$ cat src/rtl/length_prefixed_frame_deframer_macros.svh
// Assertion macros for the length-prefixed frame deframer.
`ifndef LENGTH_PREFIXED_FRAME_DEFRAMER_MACROS_SVH
`define LENGTH_PREFIXED_FRAME_DEFRAMER_MACROS_SVH

// Consequent must hold in the same cycle as the antecedent.
`define LPFD_ASSERT_SAME(label, clk, rst, ante, cons, msg) \
  label: assert property (@(posedge clk) disable iff (rst) (ante) |-> (cons)) \
    else $error(msg);

// Consequent must hold in the cycle after the antecedent.
`define LPFD_ASSERT_NEXT(label, clk, rst, ante, cons, msg) \
  label: assert property (@(posedge clk) disable iff (rst) (ante) |=> (cons)) \
    else $error(msg);

`endif

$ cat src/rtl/lpfd_pkg.sv
// Types and constants shared by the deframer files.
package lpfd_pkg;

  localparam int unsigned HdrBytes   = 6;
  localparam int unsigned MaxLenW    = 25;
  localparam logic [MaxLenW-1:0] MaxLenReset = 25'd65536;

  typedef enum logic [1:0] {
    KIND_DATA  = 2'd0,
    KIND_EMPTY = 2'd1,
    KIND_BIG   = 2'd2,
    KIND_SMALL = 2'd3
  } kind_t;

  typedef enum logic {
    ST_HEADER  = 1'b0,
    ST_PAYLOAD = 1'b1
  } parse_state_t;

  typedef struct packed {
    logic [7:0] data_byte;
  } in_item_t;

  typedef struct packed {
    kind_t       kind;
    logic [15:0] frame_type;
    logic [7:0]  payload_byte;
    logic        last;
    logic [31:0] frame_len;
  } out_item_t;

  typedef logic [MaxLenW-1:0] max_len_t;

  // Input register contents seen by the parser.
  typedef struct packed {
    logic       valid;
    logic [7:0] data_byte;
  } in_stage_t;

  // Parser result for the item in the input register.
  typedef struct packed {
    logic      has_res;
    out_item_t item;
  } parse_res_t;

endpackage

$ cat src/rtl/lpfd_stream_if.sv
// Valid/ready channel carrying one item of a given payload type.
interface lpfd_stream_if #(
  parameter type T = logic
);
  logic valid;
  logic ready;
  T     data;

  modport source (output valid, output data, input ready);
  modport sink (input valid, input data, output ready);
endinterface

$ cat src/rtl/lpfd_in_stage.sv
// Input register: captures one byte item and holds it until the parser advances.
module lpfd_in_stage (
  input  logic                 clk,
  input  logic                 rst,
  input  logic                 in_valid,
  input  lpfd_pkg::in_item_t   in_data,
  output logic                 in_ready,
  input  logic                 adv,
  output lpfd_pkg::in_stage_t  stage
);

  logic       valid;
  logic [7:0] data_byte;

  assign in_ready = !valid || adv;

  always_ff @(posedge clk) begin
    if (rst) begin
      valid <= 1'b0;
    end else if (in_ready) begin
      valid <= in_valid;
    end
  end

  always_ff @(posedge clk) begin
    if (in_ready && in_valid) begin
      data_byte <= in_data.data_byte;
    end
  end

  assign stage.valid     = valid;
  assign stage.data_byte = data_byte;

endmodule

$ cat src/rtl/lpfd_parse.sv
// Frame parser: header collection, length check and payload countdown.
module lpfd_parse (
  input  logic                  clk,
  input  logic                  rst,
  input  logic                  adv,
  input  logic [7:0]            data_byte,
  input  lpfd_pkg::max_len_t    max_len,
  output lpfd_pkg::parse_res_t  res
);

  lpfd_pkg::parse_state_t state, state_next;
  logic [2:0]  header_count, header_count_next;
  logic [47:0] header_shift, header_shift_next;
  logic [31:0] payload_left, payload_left_next;

  logic [31:0] len;
  logic [31:0] pl_dec;

  assign header_shift_next = (state == lpfd_pkg::ST_HEADER) ?
                             {header_shift[39:0], data_byte} : header_shift;
  assign len    = header_shift_next[47:16];
  assign pl_dec = payload_left - 32'd1;

  always_comb begin
    state_next        = state;
    header_count_next = header_count;
    payload_left_next = payload_left;
    res.has_res            = 1'b0;
    res.item.kind          = lpfd_pkg::KIND_DATA;
    res.item.frame_type    = header_shift_next[15:0];
    res.item.payload_byte  = 8'd0;
    res.item.last          = 1'b1;
    res.item.frame_len     = len;
    unique case (state)
      lpfd_pkg::ST_PAYLOAD: begin
        payload_left_next     = pl_dec;
        res.has_res           = 1'b1;
        res.item.payload_byte = data_byte;
        res.item.last         = (pl_dec == 32'd0);
        if (pl_dec == 32'd0) begin
          state_next = lpfd_pkg::ST_HEADER;
        end
      end
      lpfd_pkg::ST_HEADER: begin
        if (header_count != 3'(lpfd_pkg::HdrBytes - 1)) begin
          header_count_next = header_count + 3'd1;
        end else begin
          header_count_next = 3'd0;
          // Too-large wins over too-small when both limits are broken.
          priority if (len > {7'd0, max_len}) begin
            res.has_res   = 1'b1;
            res.item.kind = lpfd_pkg::KIND_BIG;
          end else if (len < 32'(lpfd_pkg::HdrBytes)) begin
            res.has_res   = 1'b1;
            res.item.kind = lpfd_pkg::KIND_SMALL;
          end else if (len == 32'(lpfd_pkg::HdrBytes)) begin
            res.has_res   = 1'b1;
            res.item.kind = lpfd_pkg::KIND_EMPTY;
          end else begin
            payload_left_next = len - 32'(lpfd_pkg::HdrBytes);
            state_next        = lpfd_pkg::ST_PAYLOAD;
          end
        end
      end
      default: begin
        state_next = lpfd_pkg::ST_HEADER;
      end
    endcase
  end

  always_ff @(posedge clk) begin
    if (rst) begin
      state        <= lpfd_pkg::ST_HEADER;
      header_count <= 3'd0;
      header_shift <= 48'd0;
      payload_left <= 32'd0;
    end else if (adv) begin
      state        <= state_next;
      header_count <= header_count_next;
      header_shift <= header_shift_next;
      payload_left <= payload_left_next;
    end
  end

endmodule

$ cat src/rtl/length_prefixed_frame_deframer.sv
// Top level of the length-prefixed frame deframer.
//
//  channel  dir  payload                                           item
//  din      in   data_byte[7:0]                                    one stream byte
//  dout     out  kind, frame_type, payload_byte, last, frame_len   one result
//  cfg      in   max_total_len[24:0]                               register write
//
// One byte item per cycle sustained while dout is ready; a result passes the input and result registers.
// The path is input register, parser logic (parallel 32-bit compares), result register.
// Header bytes and a good header with payload produce no result item.
// Reset clears the parser state and valid flags and sets max_total_len to 65536; cfg is always ready.
// A stalled dout holds the result; din keeps accepting while the input register can drain.
module length_prefixed_frame_deframer (
  input logic          clk,
  input logic          rst,
  lpfd_stream_if.sink   din,
  lpfd_stream_if.source dout,
  lpfd_stream_if.sink   cfg
);

  `include "length_prefixed_frame_deframer_macros.svh"

  lpfd_pkg::in_stage_t  stage;
  lpfd_pkg::parse_res_t pres;
  lpfd_pkg::max_len_t   max_len;
  lpfd_pkg::out_item_t  res_q;
  lpfd_pkg::in_item_t   din_item;
  logic                 din_ready;
  logic                 res_v;
  logic                 adv;

  assign din_item  = din.data;
  assign din.ready = din_ready;

  // Advance the parser when the input register holds a byte and the result register is free or being drained.
  assign adv = stage.valid && (!res_v || dout.ready);

  lpfd_in_stage u_in_stage (
    .clk      (clk),
    .rst      (rst),
    .in_valid (din.valid),
    .in_data  (din_item),
    .in_ready (din_ready),
    .adv      (adv),
    .stage    (stage)
  );

  lpfd_parse u_parse (
    .clk       (clk),
    .rst       (rst),
    .adv       (adv),
    .data_byte (stage.data_byte),
    .max_len   (max_len),
    .res       (pres)
  );

  assign cfg.ready = 1'b1;

  always_ff @(posedge clk) begin
    if (rst) begin
      max_len <= lpfd_pkg::MaxLenReset;
    end else if (cfg.valid) begin
      max_len <= lpfd_pkg::max_len_t'(cfg.data);
    end
  end

  always_ff @(posedge clk) begin
    if (rst) begin
      res_v <= 1'b0;
    end else if (adv) begin
      res_v <= pres.has_res;
    end else if (dout.ready) begin
      res_v <= 1'b0;
    end
  end

  always_ff @(posedge clk) begin
    if (adv && pres.has_res) begin
      res_q <= pres.item;
    end
  end

  assign dout.valid = res_v;
  assign dout.data  = res_q;

  `LPFD_ASSERT_SAME(a_ctrl_last, clk, rst,
    res_v && (res_q.kind != lpfd_pkg::KIND_DATA), res_q.last,
    "empty or error result without last")
  `LPFD_ASSERT_SAME(a_ctrl_zero, clk, rst,
    res_v && (res_q.kind != lpfd_pkg::KIND_DATA), res_q.payload_byte == 8'd0,
    "nonzero byte on empty or error result")
  `LPFD_ASSERT_NEXT(a_stage_hold, clk, rst,
    stage.valid && !adv, stage.valid && $stable(stage.data_byte),
    "input register lost a stalled item")

endmodule
$ cat src/flat_wrapper.sv
// flat-port wrapper written by rule: the top's interface ports become plain ports
module length_prefixed_frame_deframer_flat 
  (clk, rst, din_valid, din_data, din_ready, dout_valid, dout_data, dout_ready, cfg_valid, cfg_data, cfg_ready);
  lpfd_stream_if din_i ();
  lpfd_stream_if dout_i ();
  lpfd_stream_if cfg_i ();
  input logic clk;
  input logic rst;
  input wire logic [$bits(din_i.valid)-1:0] din_valid;
  input wire logic [$bits(din_i.data)-1:0] din_data;
  output wire logic [$bits(din_i.ready)-1:0] din_ready;
  output wire logic [$bits(dout_i.valid)-1:0] dout_valid;
  output wire logic [$bits(dout_i.data)-1:0] dout_data;
  input wire logic [$bits(dout_i.ready)-1:0] dout_ready;
  input wire logic [$bits(cfg_i.valid)-1:0] cfg_valid;
  input wire logic [$bits(cfg_i.data)-1:0] cfg_data;
  output wire logic [$bits(cfg_i.ready)-1:0] cfg_ready;
  assign din_i.valid = din_valid;
  assign din_i.data = din_data;
  assign din_ready = din_i.ready;
  assign dout_valid = dout_i.valid;
  assign dout_data = dout_i.data;
  assign dout_i.ready = dout_ready;
  assign cfg_i.valid = cfg_valid;
  assign cfg_i.data = cfg_data;
  assign cfg_ready = cfg_i.ready;
  length_prefixed_frame_deframer u_core (.clk(clk), .rst(rst), .din(din_i), .dout(dout_i), .cfg(cfg_i));
endmodule
$ cat config.mk
export PLATFORM = sky130hd
export DESIGN_NAME = length_prefixed_frame_deframer_flat
export DESIGN_NICKNAME = d
export VERILOG_FILES = /design/src/rtl/lpfd_pkg.sv /design/src/rtl/lpfd_stream_if.sv /design/src/rtl/lpfd_in_stage.sv /design/src/rtl/lpfd_parse.sv /design/src/rtl/length_prefixed_frame_deframer.sv /design/src/flat_wrapper.sv
export VERILOG_INCLUDE_DIRS = /design/src /design/src/rtl
export SDC_FILE = /design/constraint.sdc
export NUM_CORES = 1
export LEC_CHECK = 0
export BUFFER_PORTS_ARGS = -buffer_cell sky130_fd_sc_hd__buf_2
export CORE_MARGIN = 8
export CORE_UTILIZATION = 40
export DETAILED_ROUTE_END_ITERATION = 7
export HOLD_SLACK_MARGIN = 0.06
export PLACE_DENSITY = 0.52
export SLEW_MARGIN = 40
export SYNTH_ARGS = -nofsm -noshare
export SYNTH_HDL_FRONTEND = slang
export SYNTH_SLANG_ARGS = --single-unit
$ cat constraint.sdc
create_clock -name clk -period 4.8 [get_ports clk]
set_input_delay 0.24 -clock clk [delete_from_list [all_inputs] [get_ports clk]]
set_output_delay 0.24 -clock clk [all_outputs]
set_load 0.005 [all_outputs]
==> results.yml <==
pwr:
  netSwitchingPower_w: 0.000299
  p_int_w: 0.000901
  power.leakage_nw: 1.68
  p_clk_frac: 0.412
  peakVddDrop_mv: 0.139
  p_per_area_nw_per_um2: 261
  pwr-share-seq: 0.534
  p_total_w: 0.00120
  switching_share: 0.249
  p_comb_frac: 0.054
clocking:
  cts_sinks: 76
  clkLatencyLatePin_ns: 0.36
  clk_pin_slew_ns: 0.09
  cts_tree: "built"
  cts_resized: 0
  clockBufferDepth: 2
  cts_buffers: 9
  cts-root-buf: "clkbuf_8"
  htree_num_levels: 3
timing:
  tns_ns: 0
  min_period_ns: 3.53
  finalSetupViolCount: 0
  post-route-period-util: 0.736
  finClkSkew_ns: 0.0181
  finalHoldViolCount: 0
  slew_violations: 0
  worst_pin_slew_ns: 0.793
  rsz0062_at_grt: "false"
  fmax_mhz: 283
  max-slew-margin-rel: 0.471
critical_path:
  startpoint_type: "register"
  rrSetupSlack_ns: 1.27
  crit_slowest_cell: "dfxtp_2"
  crit_arrival_ns: 3.81
  r2r-end: "u_core.u_parse.payload_left[17]"
  rr_worst_depth: 10
  crit_path_end_kind: "register"
  crit_chain: "mux2_2 -> ha_1 -> o31ai_1 -> nand3_1 -> a2111oi_0 -> or4b_4 -> o21a_1 -> buf_4 -> or4_1 -> a31oi_1"
  cp_slowest_stage_delay_ns: 0.63
  worstPathMaxFanout: 25
  worstPathRequired_ns: 5.08
  rr_startpoint: "u_core.u_parse.state"
  crit_type: "reg -> reg"
global_routing:
  grt_remaining_overflow: 0
  grt_pass1_vias: 3724
  grt_pass1_wl_um: 18800
  grtUsageTotal: 0.162
  antenna_found_initial: 0
  grt_max_degree: 42
hold_path:
  whs_endpoint: "u_core.u_in_stage.valid"
  worstHoldPathCells: 3
  min_path_type: "in -> reg"
  holdCritStartpoint: "din_valid"
floorplan:
  fp.dieH_um: 119
  rows: 37
  initial_core_util: 0.412
  die_w_um: 119
  core_sq_um: 10400
  ios: 11
  die_area_sq_um: 14200
job:
  drv_cap: 0
cells_and_area:
  fillers: 1121
  final_common_cell: "nand2_1"
  layout_common_cells: "91 x nand2_1, 73 x dfxtp_1, 62 x a21oi_1"
  drive_gt1_frac: 0.0966
  nets: 565
  syn_to_final_growth_pct: 7.50
  diodes: 0
synth:
  async_flop_share: 0
  ys_ff_latch: 76
  ys_types: 63
  yosys_warnings: 0
  syn_inst: 564
  ys_seq_area_frac: 0.361
  synth_edf_count: 2
  syn_nets: 575
  ys.flop_type: "dfxtp_1"
  synthesis.area_sq_um: 4270
  synth.avg_cell_area_sq_um: 7.58
drt:
  met1_length_um: 5340
  antenna_left: 0
  wl_per_cell_um: 16.1
  drtPass1Iterations: 6
  avgViaCountPerCell: 5.55
  top_layer: "met4"
  drt-total-wl_um: 11200
  drc: 0
  drt-initial-drc-count: 228
  wl_met3_um: 307
  dr_wl_met2_um: 5370
  route.vias.total: 3857
place:
  dpl.hpwl_um: 7780
  io_buffers: 9
  globalplace.congestion: 0.909
run_status:
  status: "finished, final reports clean"
kinds of logic after synthesis:
family | after synthesis | share of synthesized area
AO/OA/AOI/OAI | 142 | 0.201
XOR/XNOR | 24 | 0.0492
adder cells (fa/ha/maj) | 4 | 0.0117
buffers and inverters | 49 | 0.0489
flip-flops | 76 | 0.361
multiplexers | 5 | 0.0126
other | 1 | 0.000878
AND/OR/NAND/NOR | 263 | 0.315
registers in the layout (all words and copies together) (netlist names):
signal / flops
u_core.u_parse.header_shift: 34
u_core.u_parse.payload_left: 32
u_core.u_parse.header_count: 3
u_core.max_len: 2
u_core.dout.data: 1
u_core.dout.valid: 1
u_core.u_in_stage.data_byte: 1
u_core.u_in_stage.valid: 1
u_core.u_parse.state: 1
worst max path at each step:
stage / to / slack, ns / start
6_report: u_core.u_parse.payload_left[17] / 1.27 / u_core.u_parse.state
5_1_grt: u_core.u_parse.payload_left[17] / 1.06 / u_core.u_parse.state
4_1_cts: u_core.u_parse.payload_left[17] / 1.26 / u_core.u_parse.state
3_5_place_dp: u_core.u_parse.payload_left[17] / 1.28 / u_core.u_parse.state
3_3_place_gp: u_core.u_parse.payload_left[17] / 1.37 / u_core.u_parse.state
2_1_floorplan: u_core.u_parse.payload_left[12] / 1.03 / u_core.u_parse.state
Yosys cell counts (3+ instances only):
library cell | n | area [sq um]
or3_1 | 6 | 37.5
nand3b_1 | 4 | 30.0
nand2_1 | 92 | 345
nand3_1 | 9 | 45.0
and3_1 | 3 | 18.8
buf_4 | 3 | 22.5
dfxtp_1 | 74 | 1480
nor4_1 | 18 | 113
o31ai_1 | 3 | 22.5
buf_2 | 4 | 20.0
and2_1 | 7 | 43.8
a21oi_1 | 62 | 310
nand4_1 | 4 | 25.0
nor4b_1 | 4 | 35.0
nand2b_1 | 7 | 43.8
nor2b_1 | 3 | 18.8
mux2_2 | 3 | 33.8
xnor2_1 | 16 | 140
or4_1 | 8 | 60.1
or2_2 | 4 | 25.0
clkbuf_1 | 31 | 116
inv_1 | 7 | 26.3
nor3_1 | 28 | 140
ha_1 | 4 | 50.1
o21a_1 | 6 | 45.0
nand4b_1 | 5 | 43.8
xor2_1 | 8 | 70.1
a31oi_1 | 6 | 37.5
nor2_1 | 49 | 184
o22ai_1 | 6 | 37.5
o211ai_1 | 4 | 30.0
a211oi_1 | 8 | 60.1
o21ai_0 | 28 | 140
timing repair:
item / 4_1_cts / 5_1_grt
hold endpoints to repair: 1 / 0
endpoints found under the setup margin: 0 / 0
hold buffers: 1 / 0
buffers inserted: 0 / 0
critical path, delay by kind of cell, from the launching register on:
family | cells | cell delay (ns)
and+or+nand+nor | 3 | 1.14
AOI/OAI and AO/OA | 4 | 0.88
DFF | 1 | 0.63
muxes | 1 | 0.40
buffers and inverters | 1 | 0.21
adders and majority gates | 1 | 0.20
per-layer routing:
metal,track usage,vias up
li1,-,2000
met1,0.202,1800
met2,0.272,46
met3,0.0288,11
met4,0.0617,0
met5,0,-
per-stage QoR:
step	cell area [sq um]	cells	util	worst slack [ns]	hold slack, ns
3_5_place_dp	4390	678	0.423	1.28	0.421
6_report	4590	695	0.443	1.27	0.0946
5_1_grt	4590	695	0.443	1.06	0.106
2_1_floorplan	4270	564	-	1.03	0.339
3_3_place_gp	4390	678	0.423	1.37	0.418
4_1_cts	4590	695	0.443	1.26	0.0822
power by group through the flow:
stage          Sequential (W)  Clock (W)  Combinational (W)
2_1_floorplan        0.000654          0          0.0000504
3_3_place_gp         0.000656          0          0.0000642
3_5_place_dp         0.000656          0          0.0000649
4_1_cts              0.000641   0.000514          0.0000656
5_1_grt              0.000642   0.000536          0.0000738
6_report             0.000641   0.000494          0.0000648
layout make-up:
type | count | area [sq um] | area share
Multi-Input combinational cell | 439 | 2530 | 0.550
Sequential cell | 76 | 1540 | 0.336
Tap cell | 136 | 170 | 0.0370
Timing Repair Buffer | 20 | 130 | 0.0283
Clock buffer | 10 | 128 | 0.0278
Clock inverter | 6 | 65.1 | 0.0142
Inverter | 8 | 30.0 | 0.00654
(Power assumes the default switching activity.)
